$ cat src/rtl/pwc_pkg.sv
// package for the packet watchlist counter
// holds payload structs, table sizes, command codes and the hash step
// no dependencies

package pwc_pkg;

  localparam int TableEntries = 64;
  localparam int IdxW = $clog2(TableEntries);
  localparam int CntW = $clog2(TableEntries + 1);
  localparam int HashBytes = 64;
  localparam logic [31:0] HashSeed = 32'd5381;
  localparam logic [31:0] CountMax = 32'hffff_ffff;

  typedef enum logic [2:0] {
    CMD_ADD_SRC  = 3'd0,
    CMD_ADD_HASH = 3'd1,
    CMD_ADD_PORT = 3'd2,
    CMD_DEL_SRC  = 3'd3,
    CMD_DEL_HASH = 3'd4,
    CMD_DEL_PORT = 3'd5,
    CMD_NOP6     = 3'd6,
    CMD_NOP7     = 3'd7
  } cmd_t;

  // table select
  typedef enum logic [1:0] {
    TBL_SRC  = 2'd0,
    TBL_PORT = 2'd1,
    TBL_HASH = 2'd2
  } tbl_t;

  // table operation: idle scans and reports nothing
  typedef enum logic [1:0] {
    OP_BUMP = 2'd0,
    OP_ADD  = 2'd1,
    OP_DEL  = 2'd2,
    OP_IDLE = 2'd3
  } op_t;

  typedef struct packed {
    logic [7:0]  byte_value;
    logic        last_byte;
    logic [15:0] secret_word;
    logic [2:0]  command_code;
    logic [31:0] command_data;
    logic [31:0] source_address;
    logic [15:0] dest_port;
  } in_beat_t;

  typedef struct packed {
    logic        was_command;
    logic        table_full;
    logic        source_hit;
    logic        port_hit;
    logic        hash_hit;
    logic [31:0] source_count;
    logic [31:0] port_count;
    logic [31:0] hash_count;
    logic [31:0] packet_total;
  } out_beat_t;

  // h*33 + b as shift and add
  function automatic logic [31:0] djb2_step(input logic [31:0] h, input logic [7:0] b);
    djb2_step = {h[26:0], 5'd0} + h + {24'd0, b};
  endfunction

endpackage

$ cat src/rtl/pwc_ram.sv
// generic single port ram with registered read
// no dependencies

module pwc_ram #(
  parameter int Width = 32,
  parameter int Depth = 64
) (
  input  logic                     clk,
  input  logic                     we,
  input  logic [$clog2(Depth)-1:0] addr,
  input  logic [Width-1:0]         wdata,
  output logic [Width-1:0]         rdata
);

  logic [Width-1:0] mem [Depth];

  always_ff @(posedge clk) begin
    if (we) begin
      mem[addr] <= wdata;
    end
    rdata <= mem[addr];
  end

endmodule

$ cat src/rtl/pwc_table.sv
// one watch table: key ram, count ram, valid flops and scan sequencer
// walks entries one per cycle to find the first match and first free slot
// depends on pwc_pkg and pwc_ram

module pwc_table (
  input  logic                clk,
  input  logic                rst,
  input  logic                start,   // pulse: begin a scan
  input  pwc_pkg::op_t        op,
  input  logic [31:0]         key,
  output logic                done,    // pulse when finished
  output logic                hit,
  output logic                full,
  output logic [31:0]         count
);

  typedef enum logic [2:0] {S_IDLE, S_SCAN, S_LAST, S_ACT, S_RD, S_WR} st_t;

  st_t                        st;
  logic [pwc_pkg::CntW-1:0]   idx;
  logic [pwc_pkg::IdxW-1:0]   pend;      // entry whose read is in flight
  logic [pwc_pkg::IdxW-1:0]   hit_idx;
  logic [pwc_pkg::IdxW-1:0]   free_idx;
  logic                       found;
  logic                       have_free;
  logic                       pend_ok;
  logic [pwc_pkg::TableEntries-1:0] valid;

  logic                       k_we;
  logic                       c_we;
  logic [pwc_pkg::IdxW-1:0]   addr;
  logic [31:0]                k_rd;
  logic [31:0]                c_rd;
  logic [31:0]                c_wd;

  pwc_ram #(.Width(32), .Depth(pwc_pkg::TableEntries)) u_keys (
    .clk(clk), .we(k_we), .addr(addr), .wdata(key), .rdata(k_rd)
  );
  pwc_ram #(.Width(32), .Depth(pwc_pkg::TableEntries)) u_counts (
    .clk(clk), .we(c_we), .addr(addr), .wdata(c_wd), .rdata(c_rd)
  );

  // the shared compare: key read last cycle against the search key
  logic match;
  assign match = pend_ok && valid[pend] && (k_rd == key) && !found;

  always_comb begin
    k_we = 1'b0;
    c_we = 1'b0;
    c_wd = (c_rd == pwc_pkg::CountMax) ? c_rd : c_rd + 32'd1;
    addr = idx[pwc_pkg::IdxW-1:0];
    unique case (st)
      S_ACT: begin
        addr = found ? hit_idx : free_idx;
        if (op == pwc_pkg::OP_ADD && (found || have_free)) begin
          k_we = !found;
          c_we = 1'b1;
          c_wd = '0;
        end
      end
      S_RD:  addr = hit_idx;
      S_WR: begin
        addr = hit_idx;
        c_we = 1'b1;
      end
      default: ;
    endcase
  end

  always_ff @(posedge clk) begin
    done <= 1'b0;
    if (rst) begin
      st      <= S_IDLE;
      valid   <= '0;
      pend_ok <= 1'b0;
      idx     <= '0;
    end else begin
      unique case (st)
        S_IDLE: begin
          if (start) begin
            st        <= S_SCAN;
            idx       <= '0;
            pend_ok   <= 1'b0;
            found     <= 1'b0;
            have_free <= 1'b0;
          end
        end
        S_SCAN, S_LAST: begin
          if (match) begin
            found   <= 1'b1;
            hit_idx <= pend;
          end
          if (st == S_SCAN) begin
            if (!valid[idx[pwc_pkg::IdxW-1:0]] && !have_free) begin
              have_free <= 1'b1;
              free_idx  <= idx[pwc_pkg::IdxW-1:0];
            end
            pend    <= idx[pwc_pkg::IdxW-1:0];
            pend_ok <= 1'b1;
            idx     <= idx + 1'b1;
            if (idx == pwc_pkg::CntW'(pwc_pkg::TableEntries - 1)) begin
              st <= S_LAST;
            end
          end else begin
            pend_ok <= 1'b0;
            st      <= S_ACT;
          end
        end
        S_ACT: begin
          hit   <= found;
          full  <= 1'b0;
          count <= '0;
          unique case (op)
            pwc_pkg::OP_ADD: begin
              hit <= 1'b0;
              if (!found && !have_free) begin
                full <= 1'b1;
              end else if (!found) begin
                valid[free_idx] <= 1'b1;
              end
              done <= 1'b1;
              st   <= S_IDLE;
            end
            pwc_pkg::OP_DEL: begin
              hit <= 1'b0;
              if (found) begin
                valid[hit_idx] <= 1'b0;
              end
              done <= 1'b1;
              st   <= S_IDLE;
            end
            pwc_pkg::OP_IDLE: begin
              hit  <= 1'b0;
              done <= 1'b1;
              st   <= S_IDLE;
            end
            default: begin
              if (found) begin
                st <= S_RD;
              end else begin
                done <= 1'b1;
                st   <= S_IDLE;
              end
            end
          endcase
        end
        S_RD: st <= S_WR;
        S_WR: begin
          count <= c_wd;
          done  <= 1'b1;
          st    <= S_IDLE;
        end
        default: st <= S_IDLE;
      endcase
    end
  end

`ifndef SYNTH
  a_done_pulse: assert property (@(posedge clk) disable iff (rst) done |=> !done)
    else $error("done held two cycles");
  a_full_only_add: assert property (@(posedge clk) disable iff (rst)
    (done && full) |-> (op == pwc_pkg::OP_ADD))
    else $error("full flagged outside add");
  a_hit_not_full: assert property (@(posedge clk) disable iff (rst)
    done |-> !(hit && full))
    else $error("hit and full together");
`endif

endmodule

$ cat config.mk
export PLATFORM = sky130hd
export DESIGN_NAME = pwc_table
export DESIGN_NICKNAME = d
export VERILOG_FILES = /design/src/rtl/pwc_pkg.sv /design/src/rtl/pwc_ram.sv /design/src/rtl/pwc_table.sv
export SDC_FILE = /design/constraint.sdc
export NUM_CORES = 2
export LEC_CHECK = 0
export ABC_AREA = 0
export BUFFER_PORTS_ARGS = -buffer_cell sky130_fd_sc_hd__buf_2
export CAP_MARGIN = 20
export CORE_MARGIN = 2
export CORE_UTILIZATION = 35
export CTS_CLUSTER_SIZE = 20
export DETAILED_ROUTE_END_ITERATION = 8
export PLACE_DENSITY_LB_ADDON = 0.3
export SKIP_CTS_REPAIR_TIMING = 1
export SLEW_MARGIN = 20
export SYNTH_ARGS = -nofsm -noshare
export SYNTH_HDL_FRONTEND = slang
export SYNTH_HIERARCHICAL = 1
export SYNTH_SLANG_ARGS = --single-unit
$ cat constraint.sdc
create_clock -name clk -period 6.8 [get_ports clk]
set_input_delay 2.04 -clock clk [delete_from_list [all_inputs] [get_ports clk]]
set_output_delay 2.04 -clock clk [all_outputs]
set_load 0.005 [all_outputs]
### Yosys cells after proc, flatten, opt, wreduce, memory -nomap -nowiden

Memory sizes are Yosys's and may differ from the RTL's. A register that Yosys moved wholly into a read port is not among the register bits.
Cells that the tools add are included.

| word-level totals | value |
|---|---|
| output and inout bits | 35 |
| logic and storage cells | 123 |
| RAM bits | 4096 |
| memories | 2 |
| bits in registers | 130 |

| cells by class | value |
|---|---|
| reductions and logical operators | 30 |
| equal/unequal tests | 19 |
| $lt $le $gt $ge | 6 |
| $add $sub $neg | 2 |
| mux-type cells | 47 |
| bitwise operators | 4 |

Memories:

| name | depth | bits a word | rd ports | clocked after Yosys merged registers in | write ports | RTL line | text |
|---|---|---|---|---|---|---|---|
| u_counts.mem | 64 | 32 | 1 | 1 | 1 | pwc_ram.sv:15 | `logic [Width-1:0] mem [Depth];` |
| u_keys.mem | 64 | 32 | 1 | 1 | 1 | pwc_ram.sv:15 |  |

Operators by type and width:

| operator | number |
|---|---|
| two-way mux 64 bit | 3 |
| case mux 64 bit (2 select lines) | 1 |
| two-way mux 32 bit | 3 |
| AND 64 bit | 1 |
| NOT 64 bit | 1 |
| OR 64 bit | 1 |
| case mux 32 bit (2 select lines) | 1 |
| adder 32 x 1 -> 32 bit, second input constant | 1 |
| == test 32 bit | 1 |
| == test 32 bit, second input constant | 1 |
| < comparator 6 x 7 -> 1 bit, second input constant | 4 |
| two-way mux 1 bit | 19 |
| two-way mux 3 bit | 5 |
| two-way mux 7 bit | 2 |
| != test 2 bit, second input constant | 7 |
| case mux 7 bit (2 select lines) | 1 |
| binary-select mux 1 bit (select 6 bit) | 2 |
| demux 1 bit (select 6 bit) | 2 |
| >= comparator 6 x 1 -> 1 bit, second input constant | 2 |
| case mux 3 bit (4 select lines) | 1 |
| case mux 6 bit (2 select lines) | 1 |
| case mux 1 bit (2 select lines) | 5 |
| AND reduction 5 bit | 2 |
| AND reduction 3 bit | 3 |
| other kinds (19) | 38 |

### Longest topological paths before layout

| depth | value |
|---|---|
| depth after elaboration | 8 |
| gate-level depth with buffers | 19 |
| depth with buffers taken out | 11 |

### By module

The synthesis kept the hierarchy.

By module, submodules not included:

| module | cells each | area each (um^2) | times used |
|---|---|---|---|
| pwc_ram at u_keys | 4239 | 78928.2 | 1 |
| pwc_ram at u_counts | 4453 | 78342.6 | 1 |
| pwc_table | 798 | 7435.9 | 1 |

### Least setup slack after synthesis

OpenSTA, ideal clock, no wires.

| timing path | value |
|---|---|
| path type | input port to flip-flop |
| from | input op[1] |
| to | memory u_counts.mem[0][6] (data pin) |
| cell stages on the path | 3 |
| slack | 1.392 ns |
| setup time | 0.681 ns |
| path buffers | 0 |
| data arrival time | 4.727 ns |
| required time | 6.119 ns |
| path through | nand2b_1 > nor3_1 > nor3_1 |

| between the ends | value |
|---|---|
| word-level cells in the longest chain between the ends | 4 |

Ends and longest elaborated chain:

| element | RTL line | text |
|---|---|---|
| from (decl) | pwc_table.sv:9 | `input pwc_pkg::op_t op,` |
| == test 2 x 1 -> 1 bit | pwc_table.sv:55 | `if (op == pwc_pkg::OP_ADD && (found \|\| have_free)) begin` |
| logical AND 1 bit | pwc_table.sv:55 |  |
| two-way mux 32 bit | pwc_table.sv:55 |  |
| two-way mux 32 bit | pwc_table.sv:52 | `unique case (st)` |
| net c_wd[6] | pwc_table.sv:34 | `logic [31:0] c_wd;` |
| to (decl) | pwc_ram.sv:15 |  |

The timed path passes the listed nets, and every way through them passes these cells.

### Worst setup path in the final report

| timing path | value |
|---|---|
| from | register st[2] |
| to | register u_counts.rdata[20] (read register of u_counts.mem) |

| between the ends | value |
|---|---|
| word-level cells in the longest chain between the ends | 3 |
| elaborated cells on any way between the ends | 5 |

Ends and longest elaborated chain:

| element | RTL line | text |
|---|---|---|
| from (decl) | pwc_table.sv:19 | `st_t st;` |
| from (signal assigned) | pwc_table.sv:73 | `st <= S_IDLE;` |
| from (signal assigned) | pwc_table.sv:81 | `st <= S_SCAN;` |
| from (signal assigned) | pwc_table.sv:102 | `st <= S_LAST;` |
| == test 3 bit | pwc_table.sv:52 |  |
| OR reduction 2 bit (no source line) | n/a |  |
| case mux 6 bit (2 select lines) * | pwc_table.sv:52 |  |
| net addr, one bit | pwc_table.sv:31 | `logic [pwc_pkg::IdxW-1:0] addr;` |
| to (decl) | pwc_ram.sv:12 | `output logic [Width-1:0] rdata` |

Mark *: on every way through the listed nets, which the timed path passes. The rest lies on a longest branch.
A chain may end at the register's enable or synchronous reset.

==> key figures <==
Logic synthesis
  – Synth Area in Adders: less than 1%
  – Predominant post-synthesis flop cell: edfxtp_1
  – Yosys top cell by area: edfxtp_1
  – Mux cell area share after synthesis: about 6.6%
  – Async SR Flop Fraction: 0%
  – Top-area cell type share of the netlist area: between 70% and 80%
  – Top cells by instance count after synthesis: edfxtp_1 (4150), a22oi_1 (534), mux2i_1 (514), nor2_1 (463), a221oi_1 (437)
  – Yosys reg bits: roughly 4300
  – Synthesis Warnings: 6
  – Synth top area cells: edfxtp_1 (76%), mux2i_1 (3.1%), a22oi_1 (2.4%)
  – Syn Inst Count: ~9500
  – Post-synth EDFFs: roughly 4200
  – Average instance area after synthesis: approximately 17 µm²
  – Simple logic cell fraction of the synthesized area: under 10%
  – Most numerous cell in the Yosys netlist: edfxtp_1
  – Main combinational cell family by area after synthesis: compound AO/OA/AOI/OAI gates
  – Compound-Gate Fraction of Synth Area: between 10% and 20%
  – Xor and xnor area share after synthesis: 0.3403%
  – Library cells used by synthesis: 79
  – Post-synthesis sequential area ratio: 77.36%
  – Mapped Area: approximately 0.16 mm²
  – Synthesized Nets: 9529

Die
  – CORE AREA: 0.4679 mm²
  – Die extent in x: just under 700 µm
  – IO Pins: 72
  – Die H: between 600 and 700 µm
  – Die Area: 0.4761 mm²
  – Initial Utilization: roughly a third
  – Core Rows: between 200 and 300

Finish
  – Area grow syn2layout: 15.01%
  – Fin cells: 16380
  – Multi-input gate area: ~0.036 mm²
  – Fill count: 41610
  – Share of layout cells above drive strength 1: 17.03%
  – NumNets Final: approximately 10000
  – Storage cell area: around 0.13 mm²

Job
  – MaxCap Viol Count: 0

Worst hold path
  – Worst hold-check path type: reg -> reg

Setup path
  – CP Data Required Time: between 7000 and 8000 ps
  – Critical path fanouts, max: 15
  – Worst Path Arrival: 7470 ps
  – Worst path max stage delay: 1030 ps
  – Slowest CP cell: a222oi_1
  – CP Class: reg -> reg
  – Crit. End Element: flop
  – CP Launch Type: flop
  – Ordered list of cells on the worst path: nand3b_1 > nor2_1 > a222oi_1 > clkinvlp_4 > and3b_1 > nand2_1 > o22ai_1 > nor4_1 > buf_4 > nand3_1 > or4_1

Drt
  – First DRT Iteration DRCs: approximately 13000
  – DRC viols: 0
  – Detail Route Antenna Nets: 0
  – Pre-Repair DR Iteration Count: 6
  – DR vias: around 96000
  – Vias/cell: between 5 and 6
  – Post-Route WL: a little over 500 mm
  – Post-DR wirelength/cell: 30.69 µm

Place
  – Placed Cells incl. Taps: roughly 16000
  – GP Congestion: around 0.91
  – Dpl ws: roughly 310 ps
  – Hpwl dp: approximately 300 mm
  – Port Buf Inserts: 71

Global routing
  – Overflow after GRT: 0
  – First-pass GRT wire length: about 700 mm
  – Vias in the first global route: between 90000 and 100k
  – Pin count of the biggest net entering global routing: around 110
  – Initial antenna violation count: 30
  – Total GRT Usage: between 20% and 30%

Clocking
  – H-tree Lvls: 5
  – Clk buf depth: 4
  – Clock Sinks: about 4300
  – Root Buffer: clkbuf_16
  – Clock latency on the worst-skew pair: roughly 1000 ps
  – CTS tree: yes
  – Reg clk slew, reported paths: 60 ps
  – CTS buffer count: ~430

STA
  – Sum Neg Setup Slack: 0 ps
  – Post-layout minimum cycle time: 6647 ps
  – Worst-case clock skew: approximately 91 ps
  – Slew @ Worst Pin: about 1200 ps
  – RSZ-0062 raised after global routing: false
  – Period utilization: between 90% and 100%
  – Final setup vio count: 0
  – Final hold vios: 0
  – Slew HR: around 17%
  – Final Max Tran Viols: 0
  – Fmax: 0.1504 GHz
  – Worst setup margin: 152.8 ps

Outcome
  – Status: finished, final reports clean

Power and ir drop
  – LEAKAGE: slightly below 60 nW
  – VDD IR-drop max: 0.2239 mV
  – Power per cell area: 303.1 mW/mm²
-- cells in the final DEF, fill, tap and decap left out, types with 17 or more instances in the layout --
cell,count
clkinv_2,71
nand4_1,18
a21oi_1,273
clkbuf_1,108
clkbuf_16,436
o221ai_1,25
diode_2,24
mux4_2,165
o21ai_0,331
nand2_1,210
xnor2_1,31
a311oi_1,17
a222oi_1,23
nor4_1,30
nand3_1,126
dfxtp_1,140
bufinv_16,32
nor2_1,295
xor2_1,32
and3_1,94
a22o_1,123
o22a_1,70
nand2b_1,27
edfxtp_1,4150
or4_1,41
mux2_2,183
nor2_4,164
a31oi_1,64
buf_2,71
o22ai_1,294
buf_12,53
clkinv_1,98
mux2i_1,514
buf_4,409
nor3_1,81
or4b_1,27
a211oi_1,45
a22oi_1,534
a221oi_1,437
-- where the power goes --
part	leakage [nW]	internal, mW	switching [mW]	total, mW
clock	6.70	13.2	10.1	23.3
sequential	38.5	29.7	0.139	29.8
combinational	12.8	1.05	3.24	4.29
total	58.0	43.9	13.5	57.4
-- area by class of cell --
cell class              instances  share of cell area, %
inverters                      20                0.06011
diodes                         24                0.03171
clock inverters               245                  1.200
flip-flops and latches       4290                  67.27
multi-input cells            4505                  18.85
repair buffers                537                  2.427
clock buffers                 557                  6.068
well taps                    6198                  4.094
-- metrics by stage --
stage / cell area [µm²] / power (mW) / hold slack, ps / utilization, %
after global routing: 189400 / 58.94 / 507.2 / 40.47
after floorplan: 164700 / 32.47 / 420.6 / -
after CTS: 189200 / 57.68 / 487.5 / 40.44
after detailed placement: 175500 / 34.63 / 478.2 / 37.50
after global placement: 175300 / 34.53 / 464.9 / 37.47
final: 189400 / 57.41 / 489.1 / 40.48
-- per-layer routing --
layer	part of all wire [%]	vias to the layer above	GRT usage (%)
met5	0.013	-	0
li1	-	39680	-
met3	9.1	800	3.714
met2	46	4935	32.41
met1	41	50250	28.18
met4	3.9	10	7.371
-- worst max-delay path: cells and delay by family, from the launching register on --
| kind | cells | cell delay [ps] |
|---|---|---|
| and+or+nand+nor | 7 | 3470 |
| AOI/OAI and AO/OA | 2 | 1230 |
| buffers and inverters | 2 | 1150 |
| DFF | 1 | 580 |
-- registers in the layout, indices dropped and copies added, names as in the netlist, 3 cells and up --
| signal | flops |
|---|---|
| u_counts/mem | 2048 |
| u_keys/mem | 2048 |
| valid | 64 |
| count | 32 |
| u_counts/rdata | 32 |
| u_keys/rdata | 32 |
| idx | 7 |
| free_idx | 6 |
| hit_idx | 6 |
| pend | 6 |
| st | 3 |
-- path summary, 6_finish.rpt --
check | from | endpoint | slack (ps) | cells after the start
max | st[2] | u_counts/rdata[20] | 150 | 11
min reg2reg | valid[30] | valid[30] | 490 | 2
min | valid[30] | valid[30] | 490 | 2
max reg2reg | st[2] | u_counts/rdata[20] | 150 | 11
-- kinds of logic after synthesis --
logic type,Yosys count
buffers and inverters,695
XOR/XNOR,64
multiplexers,862
AND/OR/NAND/NOR,1245
flip-flops,4290
adder cells (fa/ha/maj),2
AO/OA/AOI/OAI,2332
Power figures use the tool's default switching activity.
